[src/hdl/renc_pkg.sv]
// Shared types, codes and decode tables for the rotary encoder unit.
// No dependencies.
package renc_pkg;

  localparam int CfgIdxW = 3;
  localparam int CfgDataW = 8;

  // Configuration register indexes
  localparam logic [CfgIdxW-1:0] CFG_KIND  = 3'd0;
  localparam logic [CfgIdxW-1:0] CFG_FAST  = 3'd1;
  localparam logic [CfgIdxW-1:0] CFG_SLOW  = 3'd2;
  localparam logic [CfgIdxW-1:0] CFG_PRESS = 3'd3;
  localparam logic [CfgIdxW-1:0] CFG_HOLD  = 3'd4;

  // Input word opcodes
  localparam logic OP_PIN  = 1'b0;
  localparam logic OP_TICK = 1'b1;

  // step_event codes
  localparam logic [1:0] STEP_NONE = 2'd0;
  localparam logic [1:0] STEP_CW   = 2'd1;
  localparam logic [1:0] STEP_CCW  = 2'd2;

  // Table entry direction field, bits [5:4]
  localparam logic [1:0] DIR_CW  = 2'b01;
  localparam logic [1:0] DIR_CCW = 2'b10;

  localparam logic [2:0] KIND0_START = 3'd0;
  localparam logic [2:0] KIND1_START = 3'd6;

  localparam logic [7:0] SAT_MAX = 8'd255;

  localparam logic [7:0] RST_FAST  = 8'd10;
  localparam logic [7:0] RST_SLOW  = 8'd50;
  localparam logic [7:0] RST_PRESS = 8'd2;
  localparam logic [7:0] RST_HOLD  = 8'd25;

  // {dir[1:0], next_state[2:0]} padded to 6 bits, indexed [state][{a,b}]
  localparam logic [5:0] ENC_TBL_GEN [8][4] = '{
    '{6'h00, 6'h02, 6'h04, 6'h00},
    '{6'h03, 6'h00, 6'h01, 6'h10},
    '{6'h03, 6'h02, 6'h00, 6'h00},
    '{6'h03, 6'h02, 6'h01, 6'h00},
    '{6'h06, 6'h00, 6'h04, 6'h00},
    '{6'h06, 6'h05, 6'h00, 6'h20},
    '{6'h06, 6'h05, 6'h04, 6'h00},
    '{6'h00, 6'h02, 6'h04, 6'h00}
  };

  localparam logic [5:0] ENC_TBL_ALT [8][4] = '{
    '{6'h00, 6'h01, 6'h02, 6'h00},
    '{6'h13, 6'h01, 6'h01, 6'h00},
    '{6'h23, 6'h02, 6'h02, 6'h00},
    '{6'h03, 6'h05, 6'h04, 6'h03},
    '{6'h03, 6'h04, 6'h04, 6'h10},
    '{6'h03, 6'h05, 6'h05, 6'h20},
    '{6'h03, 6'h06, 6'h06, 6'h00},
    '{6'h03, 6'h06, 6'h06, 6'h00}
  };

  typedef struct packed {
    logic       kind;
    logic [7:0] fast_limit;
    logic [7:0] slow_limit;
    logic [7:0] press_ticks;
    logic [7:0] hold_ticks;
  } cfg_t;

  typedef struct packed {
    logic [1:0] step_event;
    logic       dir;
    logic       fast;
    logic       slow;
  } enc_res_t;

  typedef struct packed {
    logic down;
    logic long_hold;
    logic event_p;
  } btn_res_t;

endpackage

[src/hdl/rotary_encoder_with_speed_and_button_unit.sv]
// Top level of the rotary encoder unit: input register, config, result register.
// Depends on renc_pkg, renc_quad and renc_button.
//
//   channel  direction  handshake          payload
//   in_      input      in_valid/in_stall  op, contact_a, contact_b, button_level
//   out_     output     out_valid/out_stall step_event, flags, button_event
//   cfg_     input      cfg_we             cfg_index, cfg_data
//
// One word per cycle while out_ does not stall.
// The table step and counters run between the input and result registers.
// A stall on out_ holds the result and passes back to in_stall only once
// the input register is also full. Synchronous active-low reset.
module rotary_encoder_with_speed_and_button_unit import renc_pkg::*; (
  input  logic                clk,
  input  logic                rst_n,
  input  logic                in_valid,
  output logic                in_stall,
  input  logic                in_op,
  input  logic                in_contact_a,
  input  logic                in_contact_b,
  input  logic                in_button_level,
  output logic                out_valid,
  input  logic                out_stall,
  output logic [1:0]          out_step_event,
  output logic                out_last_clockwise,
  output logic                out_fast_turn,
  output logic                out_slow_turn,
  output logic                out_button_down,
  output logic                out_button_long,
  output logic                out_button_event,
  input  logic                cfg_we,
  input  logic [CfgIdxW-1:0]  cfg_index,
  input  logic [CfgDataW-1:0] cfg_data
);

  cfg_t       cfg_r;
  logic       s1_valid_r;
  logic       s1_op_r, s1_a_r, s1_b_r, s1_btn_r;
  logic       out_valid_r;
  enc_res_t   out_enc_r;
  btn_res_t   out_btn_r;
  enc_res_t   enc_res;
  btn_res_t   btn_res;
  logic       out_free, fire, accept, kind_load;

  assign out_free  = !out_valid_r || !out_stall;
  assign fire      = s1_valid_r && out_free;
  assign in_stall  = s1_valid_r && !out_free;
  assign accept    = in_valid && !in_stall;
  assign kind_load = cfg_we && (cfg_index == CFG_KIND);

  always_ff @(posedge clk) begin
    if (!rst_n) begin
      cfg_r <= '{kind: 1'b0, fast_limit: RST_FAST, slow_limit: RST_SLOW,
                 press_ticks: RST_PRESS, hold_ticks: RST_HOLD};
    end else if (cfg_we) begin
      case (cfg_index)
        CFG_KIND:  cfg_r.kind        <= cfg_data[0];
        CFG_FAST:  cfg_r.fast_limit  <= cfg_data;
        CFG_SLOW:  cfg_r.slow_limit  <= cfg_data;
        CFG_PRESS: cfg_r.press_ticks <= cfg_data;
        CFG_HOLD:  cfg_r.hold_ticks  <= cfg_data;
        default: ;
      endcase
    end
  end

  always_ff @(posedge clk) begin
    if (!rst_n) begin
      s1_valid_r  <= 1'b0;
      out_valid_r <= 1'b0;
    end else begin
      if (accept) s1_valid_r <= 1'b1;
      else if (fire) s1_valid_r <= 1'b0;
      if (out_free) out_valid_r <= s1_valid_r;
    end
  end

  always_ff @(posedge clk) begin
    if (accept) begin
      s1_op_r  <= in_op;
      s1_a_r   <= in_contact_a;
      s1_b_r   <= in_contact_b;
      s1_btn_r <= in_button_level;
    end
    if (fire) begin
      out_enc_r <= enc_res;
      out_btn_r <= btn_res;
    end
  end

  renc_quad u_quad (
    .clk           (clk),
    .rst_n         (rst_n),
    .cfg           (cfg_r),
    .kind_load     (kind_load),
    .kind_load_val (cfg_data[0]),
    .fire          (fire),
    .op            (s1_op_r),
    .contact_a     (s1_a_r),
    .contact_b     (s1_b_r),
    .res           (enc_res)
  );

  renc_button u_button (
    .clk          (clk),
    .rst_n        (rst_n),
    .cfg          (cfg_r),
    .fire         (fire),
    .op           (s1_op_r),
    .button_level (s1_btn_r),
    .res          (btn_res)
  );

  assign out_valid          = out_valid_r;
  assign out_step_event     = out_enc_r.step_event;
  assign out_last_clockwise = out_enc_r.dir;
  assign out_fast_turn      = out_enc_r.fast;
  assign out_slow_turn      = out_enc_r.slow;
  assign out_button_down    = out_btn_r.down;
  assign out_button_long    = out_btn_r.long_hold;
  assign out_button_event   = out_btn_r.event_p;

`ifndef SYNTHESIS
  a_step_code: assert property (@(posedge clk) disable iff (!rst_n)
    out_valid_r |-> (out_step_event != 2'd3))
    else $error("illegal step code");

  a_cw_dir: assert property (@(posedge clk) disable iff (!rst_n)
    (out_valid_r && out_step_event == STEP_CW) |-> out_last_clockwise)
    else $error("clockwise detent without direction flag");

  a_ccw_dir: assert property (@(posedge clk) disable iff (!rst_n)
    (out_valid_r && out_step_event == STEP_CCW) |-> !out_last_clockwise)
    else $error("counter-clockwise detent with direction flag");

  a_btn_evt: assert property (@(posedge clk) disable iff (!rst_n)
    (out_valid_r && out_button_event) |-> (out_button_down || out_button_long))
    else $error("button event without a raised flag");
`endif

endmodule

[src/hdl/renc_quad.sv]
// Quadrature state engine with detent speed classification.
// Depends on renc_pkg.
module renc_quad import renc_pkg::*; (
  input  logic     clk,
  input  logic     rst_n,
  input  cfg_t     cfg,
  input  logic     kind_load,
  input  logic     kind_load_val,
  input  logic     fire,
  input  logic     op,
  input  logic     contact_a,
  input  logic     contact_b,
  output enc_res_t res
);

  logic [2:0] state_r, state_nxt;
  logic [7:0] gap_r, gap_nxt;
  logic       dir_r, dir_nxt;
  logic       fast_r, fast_nxt;
  logic       slow_r, slow_nxt;
  logic [5:0] entry;
  logic [1:0] pins;
  logic [1:0] step;

  assign pins  = {contact_a, contact_b};
  // unused code 7 rows match each table's start behavior, so no remap needed
  assign entry = cfg.kind ? ENC_TBL_ALT[state_r][pins] : ENC_TBL_GEN[state_r][pins];

  always_comb begin
    state_nxt = state_r;
    gap_nxt   = gap_r;
    dir_nxt   = dir_r;
    fast_nxt  = fast_r;
    slow_nxt  = slow_r;
    step      = STEP_NONE;
    if (op == OP_PIN) begin
      state_nxt = entry[2:0];
      if (entry[5:4] == DIR_CW || entry[5:4] == DIR_CCW) begin
        dir_nxt  = (entry[5:4] == DIR_CW);
        step     = dir_nxt ? STEP_CW : STEP_CCW;
        fast_nxt = (gap_r <= cfg.fast_limit);
        slow_nxt = (gap_r >= cfg.slow_limit);
        gap_nxt  = 8'd0;
      end
    end else if (gap_r != SAT_MAX) begin
      gap_nxt = gap_r + 8'd1;
    end
  end

  assign res = '{step_event: step, dir: dir_nxt, fast: fast_nxt, slow: slow_nxt};

  always_ff @(posedge clk) begin
    if (!rst_n) begin
      state_r <= KIND0_START;
      gap_r   <= 8'd0;
      dir_r   <= 1'b0;
      fast_r  <= 1'b0;
      slow_r  <= 1'b0;
    end else if (kind_load) begin
      state_r <= kind_load_val ? KIND1_START : KIND0_START;
    end else if (fire) begin
      state_r <= state_nxt;
      gap_r   <= gap_nxt;
      dir_r   <= dir_nxt;
      fast_r  <= fast_nxt;
      slow_r  <= slow_nxt;
    end
  end

endmodule

[src/hdl/renc_button.sv]
// Pushbutton sampler: every fourth tick feeds a saturating press timer.
// Depends on renc_pkg.
module renc_button import renc_pkg::*; (
  input  logic     clk,
  input  logic     rst_n,
  input  cfg_t     cfg,
  input  logic     fire,
  input  logic     op,
  input  logic     button_level,
  output btn_res_t res
);

  logic [1:0] phase_r, phase_nxt;
  logic [7:0] timer_r, timer_nxt;
  logic       down_r, down_nxt;
  logic       long_r, long_nxt;
  logic       evt;

  always_comb begin
    phase_nxt = phase_r;
    timer_nxt = timer_r;
    down_nxt  = down_r;
    long_nxt  = long_r;
    evt       = 1'b0;
    if (op == OP_TICK) begin
      phase_nxt = phase_r + 2'd1;
      if (phase_nxt == 2'd0) begin
        if (button_level) begin
          if (timer_r != SAT_MAX) timer_nxt = timer_r + 8'd1;
          if (cfg.press_ticks != 8'd0 && timer_nxt == cfg.press_ticks) begin
            down_nxt = 1'b1;
            evt      = 1'b1;
          end
          if (cfg.hold_ticks != 8'd0 && timer_nxt == cfg.hold_ticks) begin
            long_nxt = 1'b1;
            evt      = 1'b1;
          end
        end else begin
          timer_nxt = 8'd0;
          down_nxt  = 1'b0;
          long_nxt  = 1'b0;
        end
      end
    end
  end

  assign res = '{down: down_nxt, long_hold: long_nxt, event_p: evt};

  always_ff @(posedge clk) begin
    if (!rst_n) begin
      phase_r <= 2'd0;
      timer_r <= 8'd0;
      down_r  <= 1'b0;
      long_r  <= 1'b0;
    end else if (fire) begin
      phase_r <= phase_nxt;
      timer_r <= timer_nxt;
      down_r  <= down_nxt;
      long_r  <= long_nxt;
    end
  end

endmodule

[config.mk]
export PLATFORM = sky130hd
export DESIGN_NAME = rotary_encoder_with_speed_and_button_unit
export DESIGN_NICKNAME = d
export VERILOG_FILES = /design/src/hdl/renc_pkg.sv /design/src/hdl/rotary_encoder_with_speed_and_button_unit.sv /design/src/hdl/renc_quad.sv /design/src/hdl/renc_button.sv
export SDC_FILE = /design/constraint.sdc
export NUM_CORES = 1
export LEC_CHECK = 0
export BUFFER_PORTS_ARGS = -buffer_cell sky130_fd_sc_hd__buf_4
export CAP_MARGIN = 5
export CORE_MARGIN = 2
export CORE_UTILIZATION = 45
export DETAILED_ROUTE_END_ITERATION = 10
export PLACE_DENSITY = 0.66
export SYNTH_ARGS = -nofsm -noshare
export SYNTH_HDL_FRONTEND = slang
export SYNTH_SLANG_ARGS = --single-unit
[constraint.sdc]
create_clock -name clk -period 8.1 [get_ports clk]
set_clock_uncertainty 0.2 [all_clocks]
set_input_delay 0.405 -clock clk [delete_from_list [all_inputs] [get_ports clk]]
set_output_delay 0.405 -clock clk [all_outputs]
set_load 0.03 [all_outputs]
* Word level (Yosys, flattened, before mapping)
Memories as Yosys holds them, arrays and structs flattened.
Index checks and enable logic that the tools add are counted.
** Operators by class
- Add/sub/neg operators :: 3
- Magnitude comparators :: 4
- Equal/unequal tests :: 12
- Mux-type cells :: 42
- Bitwise gates (word level) :: 4
- Reductions and logical operators :: 31
** Operator list (number)
- two-way mux 24 bit :: 4
- two-way mux 8 bit :: 8
- two-way mux 6 bit :: 5
- binary-select mux 6 bit (select 2 bit) :: 2
- two-way mux 1 bit :: 18
- adder 8 x 1 -> 8 bit, second input constant :: 2
- == test 8 bit :: 2
- != test 8 bit, second input constant :: 2
- AND reduction 2 bit :: 8
- nonzero test 8 bit :: 2
- two-way mux 3 bit :: 4
- >= comparator 8 bit :: 1
- less-or-equal comparator 8 bit :: 1
- == test 3 x 2 -> 1 bit, second input constant :: 2
- logical AND 1 bit :: 6
- AND reduction 3 bit :: 2
- nonzero test 2 bit :: 3
- >= comparator 4 bit, second input constant :: 1
- zero test 1 bit :: 4
- != test 2 x 1 -> 1 bit, second input constant :: 2
- NOT 3 -> 4 bit :: 1
- AND reduction 4 bit :: 1
- == test 3 x 1 -> 1 bit, second input constant :: 1
- == test 3 bit, second input constant :: 1
- other kinds (11) :: 13
** Word-level totals
- Register bits :: 73
- Bits in read-only memories :: 384
- Bits of input ports :: 20
- Output and inout port bits :: 10
- Word-level logic and storage cells :: 125
- Memories :: 2
** Memories
- (name not given) :: depth 8, bits a word 24, rd ports 1, clocked after memory_dff 0, write ports 0, RTL line renc_quad.sv:27 : assign entry = cfg.kind ? ENC_TBL_ALT[state_r][pins] : ENC_TBL_GEN[state_r][pins];
- (name not given) :: depth 8, bits a word 24, rd ports 1, clocked after memory_dff 0, write ports 0, RTL line renc_quad.sv:27

* Longest topological paths before layout
Gate-level depths: netlist of run 1.
- Depth after elaboration :: 12
- Depth in mapped cells :: 13
- Depth with buffers taken out :: 11

* Cells and area by module
From an unflattened synthesis of run 1, not the netlist that was laid out.
** Unflattened totals
- Cells, all modules :: 504
- Area, all modules :: 4528.1 sq um
** Modules (own cells, without submodules)
- rotary_encoder_with_speed_and_button_unit :: times used 1, cells an instance 147, area each 1771.7 sq um, seq. area each 1061.0 sq um
- renc_quad :: times used 1, cells an instance 201, area each 1554.0 sq um, seq. area each 280.3 sq um
- renc_button :: times used 1, cells an instance 156, area each 1202.4 sq um, seq. area each 240.2 sq um

* Least setup slack after synthesis of run 1
OpenSTA, ideal clock, no wires.
- Kind :: register to register
- From :: register s1_b_r
- To :: register u_quad.gap_r[5]
- Library setup time :: 130 ps
- Arrival :: 2470 ps
- Required time :: 7770 ps
- Setup slack :: 5300 ps
- Cell stages (with the launch flop) :: 13
- Buffers on the path :: 2
- Clock period less this slack :: 2800 ps
- Cell sequence :: edfxtp_1 clkbuf_1 nand2_1 o21ai_0 nand3_1 o31ai_1 ha_1 or2_2 clkbuf_1 a21oi_1 nand4_1 xor2_1 nor2_1
** On the way
- Cells in the longest elaborated chain, start to end :: 9
- Elaborated cells between the ends (all ways) :: 13
- Classes of those cells :: eq/ne: 2; mux: 7; bitwise: 1; reduce/logical: 3
** RTL lines
- from (decl) :: RTL line rotary_encoder_with_speed_and_button_unit.sv:38 : logic s1_op_r, s1_a_r, s1_b_r, s1_btn_r;
- from (signal assigned) :: RTL line rotary_encoder_with_speed_and_button_unit.sv:83 : s1_b_r <= in_contact_b;
- NOT 2 -> 3 bit (not written as such) (*) :: RTL line renc_quad.sv:27
- binary-select mux 6 bit (select 2 bit) :: RTL line renc_quad.sv:27
- two-way mux 6 bit (not written as such) (2 in series) :: RTL line renc_quad.sv:27
- two-way mux 6 bit (*) :: RTL line renc_quad.sv:27
- == test 2 x 1 -> 1 bit / == test 2 bit (equally long branches) :: RTL line renc_quad.sv:38 : if (entry[5:4] == DIR_CW || entry[5:4] == DIR_CCW) begin
- logical OR 1 bit (*) :: RTL line renc_quad.sv:38
- nonzero test 2 bit (no line) (*)
- AND reduction 4 bit (no line) (*)
- to (signal assigned) :: RTL line renc_quad.sv:63 : gap_r <= gap_nxt;
- to (decl) :: RTL line renc_quad.sv:17 : logic [7:0] gap_r, gap_nxt;
Mark *: on every way between the ends. The rest lies on a longest branch, timed or not. The select of a mux whose other input is x is not followed.
A chain may end at the register's enable or synchronous reset.

* Worst setup path in the final report of run 1
- From :: register s1_b_r
- To :: register u_quad.gap_r[7]
Same word-level chain as after synthesis.

==> metrics list, run 1 <==
* Result of the run: complete, no violations
* Clock tree root buffer cell: clkbuf_8
- In this run, the number of DRC markers left after iteration 0 of detailed routing was 212.
- Drt drc: 0
- Summing the areas of all and, or, nand and nor instances in the mapped netlist gives around 25% of the synthesized area.
* Fraction of layout cells with a size suffix above 1: 10.3%
- The initial antenna violation count was 0.
* Critical path buffers and inverters: 1
- Number of hold-slack violations in the final timing report: 0
* Final period utilization: 37.3%
* Worst relative slew slack: between 50% and 60%
* Placed cell count: between 600 and 700
* Leading register cell type out of synthesis: dfxtp_1
* Number of routed nets with antenna violations: 0
- The number of antenna diodes in the final layout is 0.
* Max-slew violation total from the final report: 0
* Area inside the core boundary: 0.00928 sq mm
* Total iterations of the first detailed-routing run: 5
- Family with the most delay on the worst path: simple AND/OR/NAND/NOR gates
* Synth Area in XOR/XNOR: 4.24%
- Slowest stage cell, crit path: edfxtp_1
* Power density over the cells: roughly 150 mW/mm^2
- Final Non-Filler Cells: 681
- After clock tree synthesis, the repair step resized 0 gates.
- Along the worst hold path, the cell count comes to 1.
* Port Buffers: 29
- Based on the critical path, the design can be clocked at up to 331 MHz.
* Fraction of the mapped netlist area in compound gates: 21.7%
- CTS H-tree depth: 3
- Buffers inserted to repair hold after CTS numbered 0.
- Yosys mapped the design onto 61 distinct sky130hd cell types.
- The die covers 0.0104 sq mm.
* Maximum cell stage delay along the critical path: 0.65 ns
- Dividing the detail-routed via count by the number of cells gives 5.70.
- The number of global-route vias before repair is 3488.
* Initial core utilization: 46.7%
- # rows: 35
- Cell repeated most along the worst path: nand3_1
- The analysis attributes to cell leakage a power of 0.00184 uW.
- Wirelength per Cell: 15.1 microns
* Buffers inserted during post-CTS setup optimization: 0
- The path class of the tightest hold or removal check is in2reg.
- Remaining global-route overflow: 0
- In this run the count of I/O pins placed on the die edge is 30.
- Worst-path clk slew: 0.08 ns
- The critical path is of the reg2reg type.
- Synthesized area per cell: 8.14 sq um
- Critical path depth: 11
* Unrepaired setup endpoints after global routing: false
- Cell breakdown of the critical path: inv_1 > nand3_1 > o21ai_0 > nand3_1 > o31ai_1 > ha_1 > or2_2 > a21oi_1 > nand4_1 > xor2_1 > nor2_1
* P&R area growth vs syn: 10.1%
* Die Ht: 102 microns
- Once layout is complete, the utilization of the core stands at 51.5%.
- VDD sags by at most around 0.078 mV.
* Sum of negative setup slack: 0 ns
* Crit path capture type: register
* Reg2reg path depth: 11
- Maximum fanout encountered on the critical timing path: 16
* Number of nets in the synthesized netlist: slightly below 600
* Proportion of synthesized area in mux cells: 0.461%
- Wire length of the first global-routing pass: around 17000 microns
* Cell count after synthesis: 533
- The finished cells cover approximately 0.0048 sq mm.
- Yosys mapped a number of flops with a built-in enable equal to 12.
- Gr usage total: 21.0%
- Kind of start point of the critical path: register
- STA puts the critical path data required time at 8.13 ns.
- Actual transition at the worst max-transition pin: 0.681 ns
* Placed instance area: 0.00461 sq mm
- Setup violations remaining at the end of the flow were counted as 0.
* Later-pin clock latency in the skew report: roughly 0.35 ns
- Total length of routed wires: 10300 microns
- Total half-perimeter wirelength after legalization and detailed placement: 7260 microns
* Combinational family with the most area after synthesis: simple AND/OR/NAND/NOR gates
- Yosys warning total: 0
- The synthesized netlist occupies a cell area of 0.00434 sq mm.
- For the worst setup path, the data arrival time is ~3 ns.
* CTS Buf Count: 9
* MaxCap Viol Count: 0
- FFs w/ async S/R, synth: 0%
* DR vias: 3881
- Sinks on the clock net: 73
- Min Clock Period, post-route: 3.02 ns
- Of the total synthesized cell area, the portion taken by full adders, half adders and majority gates is 7.21%.
- For this run, the post-layout net count is 592.
* Horiz. Die Dim: about 100 microns
- Buffers from clock root to sink, at most: 2
- Entering global routing, the biggest net connects 55 pins.
- Flip-flop and latch count after synthesis: 73
* CTS tree: done
- Summing the sequential cell areas from Yosys gives 36.4% of the chip area.
- The congestion estimate from routability-driven global placement came to between 0.9 and 1.
[area by class of cell]
class,instances,area (sq um)
Fill cell,900,4510
Clock buffer,11,141
Clock inverter,5,31.3
Multi-Input combinational cell,406,2540
Tap cell,129,161
Sequential cell,73,1580
Inverter,28,105
Timing Repair Buffer,29,218
[worst reg2reg max path, stage by stage, from the launching register on]
cell and delay [ns]:
edfxtp_1 0.65, inv_1 0.17, nand3_1 0.11, o21ai_0 0.08, nand3_1 0.10, o31ai_1 0.08
ha_1 0.30, or2_2 0.35, a21oi_1 0.46, nand4_1 0.18, xor2_1 0.17, nor2_1 0.06
[report_power, final]
| group | total [uW] | internal [uW] | switching (uW) |
|---|---|---|---|
| Combinational | 63.6 | 26.3 | 37.3 |
| Clock | 261 | 119 | 143 |
| Sequential | 389 | 378 | 11.6 |
| Total | 714 | 522 | 192 |
[stage by stage]
stage / total power (uW) / hold WS (ns) / worst slack, ns
2_1_floorplan: 435 / 0.226 / 5.30
3_3_place_gp: 460 / 0.236 / 5.17
3_5_place_dp: 460 / 0.243 / 5.12
4_1_cts: 720 / 0.00763 / 5.10
5_1_grt: 745 / 0.000385 / 4.73
6_report: 714 / 0.0193 / 5.08
[synth_stat cells (2+ instances only)]
| master | n | area, sq um |
|---|---|---|
| and3_1 | 12 | 75.1 |
| o21ai_1 | 4 | 20.0 |
| a21oi_2 | 2 | 17.5 |
| nand2b_1 | 3 | 18.8 |
| o211ai_1 | 10 | 75.1 |
| xor2_1 | 14 | 123 |
| buf_2 | 9 | 45.0 |
| or3_1 | 4 | 25.0 |
| nor4_1 | 5 | 31.3 |
| o21a_1 | 3 | 22.5 |
| a221o_1 | 2 | 20.0 |
| mux2i_1 | 2 | 20.0 |
| a21o_1 | 4 | 30.0 |
| a21boi_0 | 27 | 203 |
| xnor2_1 | 7 | 61.3 |
| a211oi_1 | 6 | 45.0 |
| o21ai_0 | 26 | 130 |
| nand4_1 | 7 | 43.8 |
| a31oi_1 | 9 | 56.3 |
| or2_2 | 4 | 25.0 |
| nor2b_1 | 13 | 81.3 |
| o2111ai_1 | 2 | 17.5 |
| nor2_1 | 25 | 93.8 |
| nor3b_1 | 6 | 45.0 |
| o31ai_1 | 2 | 15.0 |
| nor3_1 | 7 | 35.0 |
| nand3b_1 | 2 | 15.0 |
| o311ai_0 | 2 | 17.5 |
| inv_1 | 27 | 101 |
| clkbuf_1 | 16 | 60.1 |
| nand4_2 | 2 | 25.0 |
| edfxtp_1 | 12 | 360 |
| and2_1 | 6 | 37.5 |
| a211o_1 | 2 | 17.5 |
| nand3_1 | 19 | 95.1 |
| dfxtp_1 | 61 | 1220 |
| a21oi_1 | 33 | 165 |
| ha_1 | 25 | 313 |
| nand2_1 | 88 | 330 |
| and4_1 | 2 | 17.5 |
[sequential cells by signal, summed over array words and instances (netlist names), 2 cells and up]
signal / count
u_quad.gap_r: 8
out_step_event: 2
u_button.timer_r: 8
cfg_r: 33
u_button.phase_r: 2
u_quad.state_r: 3
[kinds of logic after synthesis]
family	after synthesis
AO/OA/AOI/OAI	143
XOR/XNOR	21
adder cells (fa/ha/maj)	25
buffers and inverters	54
flip-flops	73
multiplexers	2
AND/OR/NAND/NOR	215
[metal layers]
metal | vias up | track usage [%] | part of all wire, %
li1 | 1923 | - | -
met1 | 1801 | 30.8 | 49
met2 | 138 | 31.0 | 44
met3 | 19 | 4.17 | 5.5
met4 | 0 | 6.67 | 1.8
met5 | - | 0 | 0
[cell usage in the layout (no fill, tap or decap), drive strengths merged, types with 2 or more instances in the layout]
master,Yosys,routed
nand2,88,88
dfxtp,61,61
a21oi,35,35
o21ai,30,30
buf,10,29
a21boi,28,28
inv,27,27
nor2,25,25
ha,25,25
nand3,20,20
xor2,14,14
nor2b,13,13
and3,13,13
edfxtp,12,12
clkbuf,16,11
o211ai,10,10
a31oi,9,9
nand4,9,9
nor3,7,7
xnor2,7,7
and2,7,7
a211oi,6,6
nor3b,6,6
nor4,6,6
clkinv,1,5
or2,4,4
a21o,4,4
or3,4,4
o21a,3,3
nand2b,3,3
and4,3,3
a211o,2,2
nand3b,2,2
a221o,2,2
o311ai,2,2
o31ai,2,2
mux2i,2,2
o2111ai,2,2
[worst paths after layout]
| check | startpoint | endpoint | slack [ns] |
|---|---|---|---|
| worst min register to register | u_button.down_r | u_button.down_r | 0.25 |
| worst min-delay path | in_contact_b | s1_b_r | 0.02 |
| worst max register to register | s1_b_r | u_quad.gap_r[7] | 5.08 |
| worst max-delay path | s1_b_r | u_quad.gap_r[7] | 5.08 |
No activity file was read; power rests on OpenSTA's default activity.
==> inputs of run 2 (changes only) <==
==> constraint.sdc (replaced) <==
create_clock -name clk -period 2.8 [get_ports clk]
set_clock_uncertainty 0.2 [all_clocks]
set_input_delay 0.14 -clock clk [delete_from_list [all_inputs] [get_ports clk]]
set_output_delay 0.14 -clock clk [all_outputs]
set_load 0.03 [all_outputs]
==> run 2 against run 1 <==
  * Die area is the same
  * Count of clock-buffer cells in the layout did not move
  * Flip-flop and latch count did not move
  * Combinational power rose to 3.4 times the previous value
  * Worst hold slack improved by 0.0058 ns
  * Power grew to 3.0 times the previous value
  * Via count is 1.9% higher
  * Fmax grew 17%
  * Cell area rose by 5.5%
  * Routed wire length grew 4.7%
  * Worst setup slack worse by 4.9 ns
  * Largest power group unchanged
==> metrics list, run 2 (synthesis gave the netlist of run 1 again) <==
* # rows: 35 (unchanged)
* Initial core utilization: 46.7% (unchanged)
* Total inserted antenna cells: 0 (unchanged)
* Leakage dissipation: 0.00196 uW (+6.7%)
- The via density per instance came to 5.60 (-1.7%).
- The weighted congestion reported at the end of routability-driven placement is 0.990 (+4.1%).
- The setup-violating endpoint count in the final report was 0 (unchanged).
* Achievable frequency: 388 MHz (+17%)
* Placed cell count: 676 (+1.7%)
* DR vias: 3955 (+1.9%)
- Crit path capture type: register
- The area of placed instances is 0.00469 sq mm (+1.9%).
- The total iterations of the first detailed-routing run came to 5 (unchanged).
- Kind of start point of the critical path: register
* Final Cell Area: 0.00504 sq mm (+5.5%)
- The switching part of the total was 25.4% (-1.4 points).
- The post-route DRC violation count came to 0 (unchanged).
- Switching power summed over all nets: 552 uW (+190%)
- The data required time at the worst endpoint was 2.68 ns (-5.45 ns).
* Gr usage total: 22.0% (+1.0 points)
* Most common cell after layout, fill and taps aside: nand2_1
* Result of the run: complete, no violations
- The startpoint identified for the worst hold timing path is rst_n.
- The minimum clock period after layout came to 2.58 ns (-0.442 ns).
- The share of post-route cells with drive strength above 1 is 12.1% (+1.8 points).
- Worst min-delay path class: in2reg
- Largest voltage drop on the vdd net: 0.226 mV (+190%)
- The largest registers in the layout are cfg_r (33), u_button.timer_r (8), u_quad.gap_r (8).
- Gate power share: 10.1% (+1.2 points)
* Total length of routed wires: 10800 microns (+4.7%)
- Net count of the finished layout: 617 (+4.2%)
- The total power per unit cell area came to 431 mW/mm^2 (+190%).
- Number of stages on the worst hold path: 2 (+1)
* Unrepaired setup endpoints after global routing: false
* Sinks on the clock net: 73 (unchanged)
* Total half-perimeter wirelength after legalization and detailed placement: 7800 microns (+7.3%)
- WP data arrival: 2.47 ns (-0.58 ns)
* Buffers from clock root to sink, at most: 2 (unchanged)
* Kind of critical path: reg2reg
* CTS H-tree depth: 3 (unchanged)
- Via count of the first global-routing pass: 3791 (+8.7%)
- The leftover overflow at the end of global routing is 0 (unchanged).
- The overall die area is 0.0104 sq mm (unchanged).
- CTS tree: done
- The non-filler instance count after layout came to 706 (+3.7%).
* CTS Buf Count: 9 (unchanged)
* Wirelength per Cell: 15.3 microns (+1.0%)
* Number of violations reported at the end of detailed-routing iteration 0: 240 (+13%)
- P&R area growth vs syn: 16.1%
* Number of hold-slack violations in the final timing report: 0 (unchanged)
- Port Buffers: 29 (unchanged)
* Num ports: 30 (unchanged)
- Horiz. Die Dim: 102 microns (unchanged)
- The largest net degree at the start of global routing is 55 (unchanged).
- Register with the highest flop count: cfg_r
* DP Worst Slack: 0.0617 ns (-5.05 ns)
- The normalized max-slew margin came to 55.9% (+1.4 points).
* Wire length of the first global-routing pass: 18100 microns (+4.7%)
- The aggregate negative setup slack came to 0 ns (unchanged).
* Critical Path Source: s1_a_r
- The highest fanout seen on the critical path was 9 (-7).
- Commonest cells after routing, fill and taps aside: nand2_1 (88), dfxtp_1 (60), buf_4 (40), a21oi_1 (32), a21boi_0 (27)
- Fraction of power consumed by the clock network: 38.5% (+1.9 points)
- Actual transition at the worst max-transition pin: 0.659 ns (-0.0212 ns)
* Clock tree root buffer cell: clkbuf_8
* Final period utilization: 92.2% (+55 points)
- Max-slew violation total from the final report: 0 (unchanged)
* Worst-path clk slew: 0.08 ns (about the same)
- Launch point of the worst reg-to-reg path: s1_a_r
* Reg2reg path depth: 9 (-2)
- Worst setup slack after layout: 0.219 ns (-4.86 ns)
- The die span in y was 102 microns (unchanged).
- The number of flip-flops in the largest register was 33 (unchanged).
- Later-pin clock latency in the skew report: 0.35 ns (about the same)
- Part of the total power dissipated in sequential elements: 51.4% (-3.1 points)
- The max capacitance violation total is 0 (unchanged).
- Area inside the core boundary: 0.00928 sq mm (unchanged)
- The initial antenna violation count is 0 (unchanged).
* Internal power contribution: 1620 uW (+210%)
* Number of routed nets with antenna violations: 0 (unchanged)
## run 2: cell count changes in the layout (fill, tap and decap cells not counted), sizes merged
cell / before / now
bufinv: 0 / 1
clkinv: 5 / 4
dlygate4sd3: 0 / 14
buf: 29 / 40
## run 2: area by class of cell
class	count	area (sq um)
Tap cell	129	161
Timing Repair Buffer	54	440
Sequential cell	73	1580
Clock inverter	5	55.1
Fill cell	923	4240
Inverter	28	105
Multi-Input combinational cell	406	2550
Clock buffer	11	141
## run 2: final timing paths
path / endpoint / slack, ns
worst max register to register: out_slow_turn / 0.22
worst max-delay path: out_slow_turn / 0.22
worst min-delay path: cfg_r[9] / 0.03
worst min register to register: u_button.down_r / 0.25
## run 2: what timing repair did
action,4_1_cts,5_1_grt
hold endpoints to repair,39,0
hold buffers,14,0
gates resized for setup,0,4
setup endpoints to repair,0,9
setup buffers,0,0
## run 2: power groups by stage
stage | Combinational, uW | Clock [uW] | Sequential [uW]
floorplan | 118 | 0 | 1140
global placement | 198 | 0 | 1140
finish | 219 | 837 | 1120
detailed placement | 200 | 0 | 1140
CTS | 217 | 856 | 1120
global route | 243 | 897 | 1120
## run 2: worst max-delay path, stage by stage (launching register included)
cell      delay, ns
edfxtp_1       0.53
nor2_1         0.20
nand3_1        0.10
nor2_1         0.10
a41oi_1        0.06
ha_1           0.33
or2_4          0.29
or3_1          0.35
o21ai_0        0.09
a21oi_1        0.07
## run 2: metal layers
metal | wire (microns) | track usage (%) | part of all wire [%] | vias up
li1 | - | - | - | 1972
met5 | 0 | 0 | 0 | -
met2 | 5190 | 36.7 | 48 | 123
met1 | 4960 | 29.0 | 46 | 1848
met3 | 539 | 4.58 | 5.0 | 12
met4 | 108 | 6.26 | 1.0 | 0
## run 2: stage by stage
step | utilization [%] | power [uW] | hold WS (ns)
after global routing | 54.3 | 2260 | 0.0343
after floorplan | - | 1260 | 0.0389
after global placement | 50.5 | 1340 | 0.124
final | 54.3 | 2170 | 0.0251
after detailed placement | 50.5 | 1340 | 0.119
after CTS | 54.2 | 2190 | 0.00829
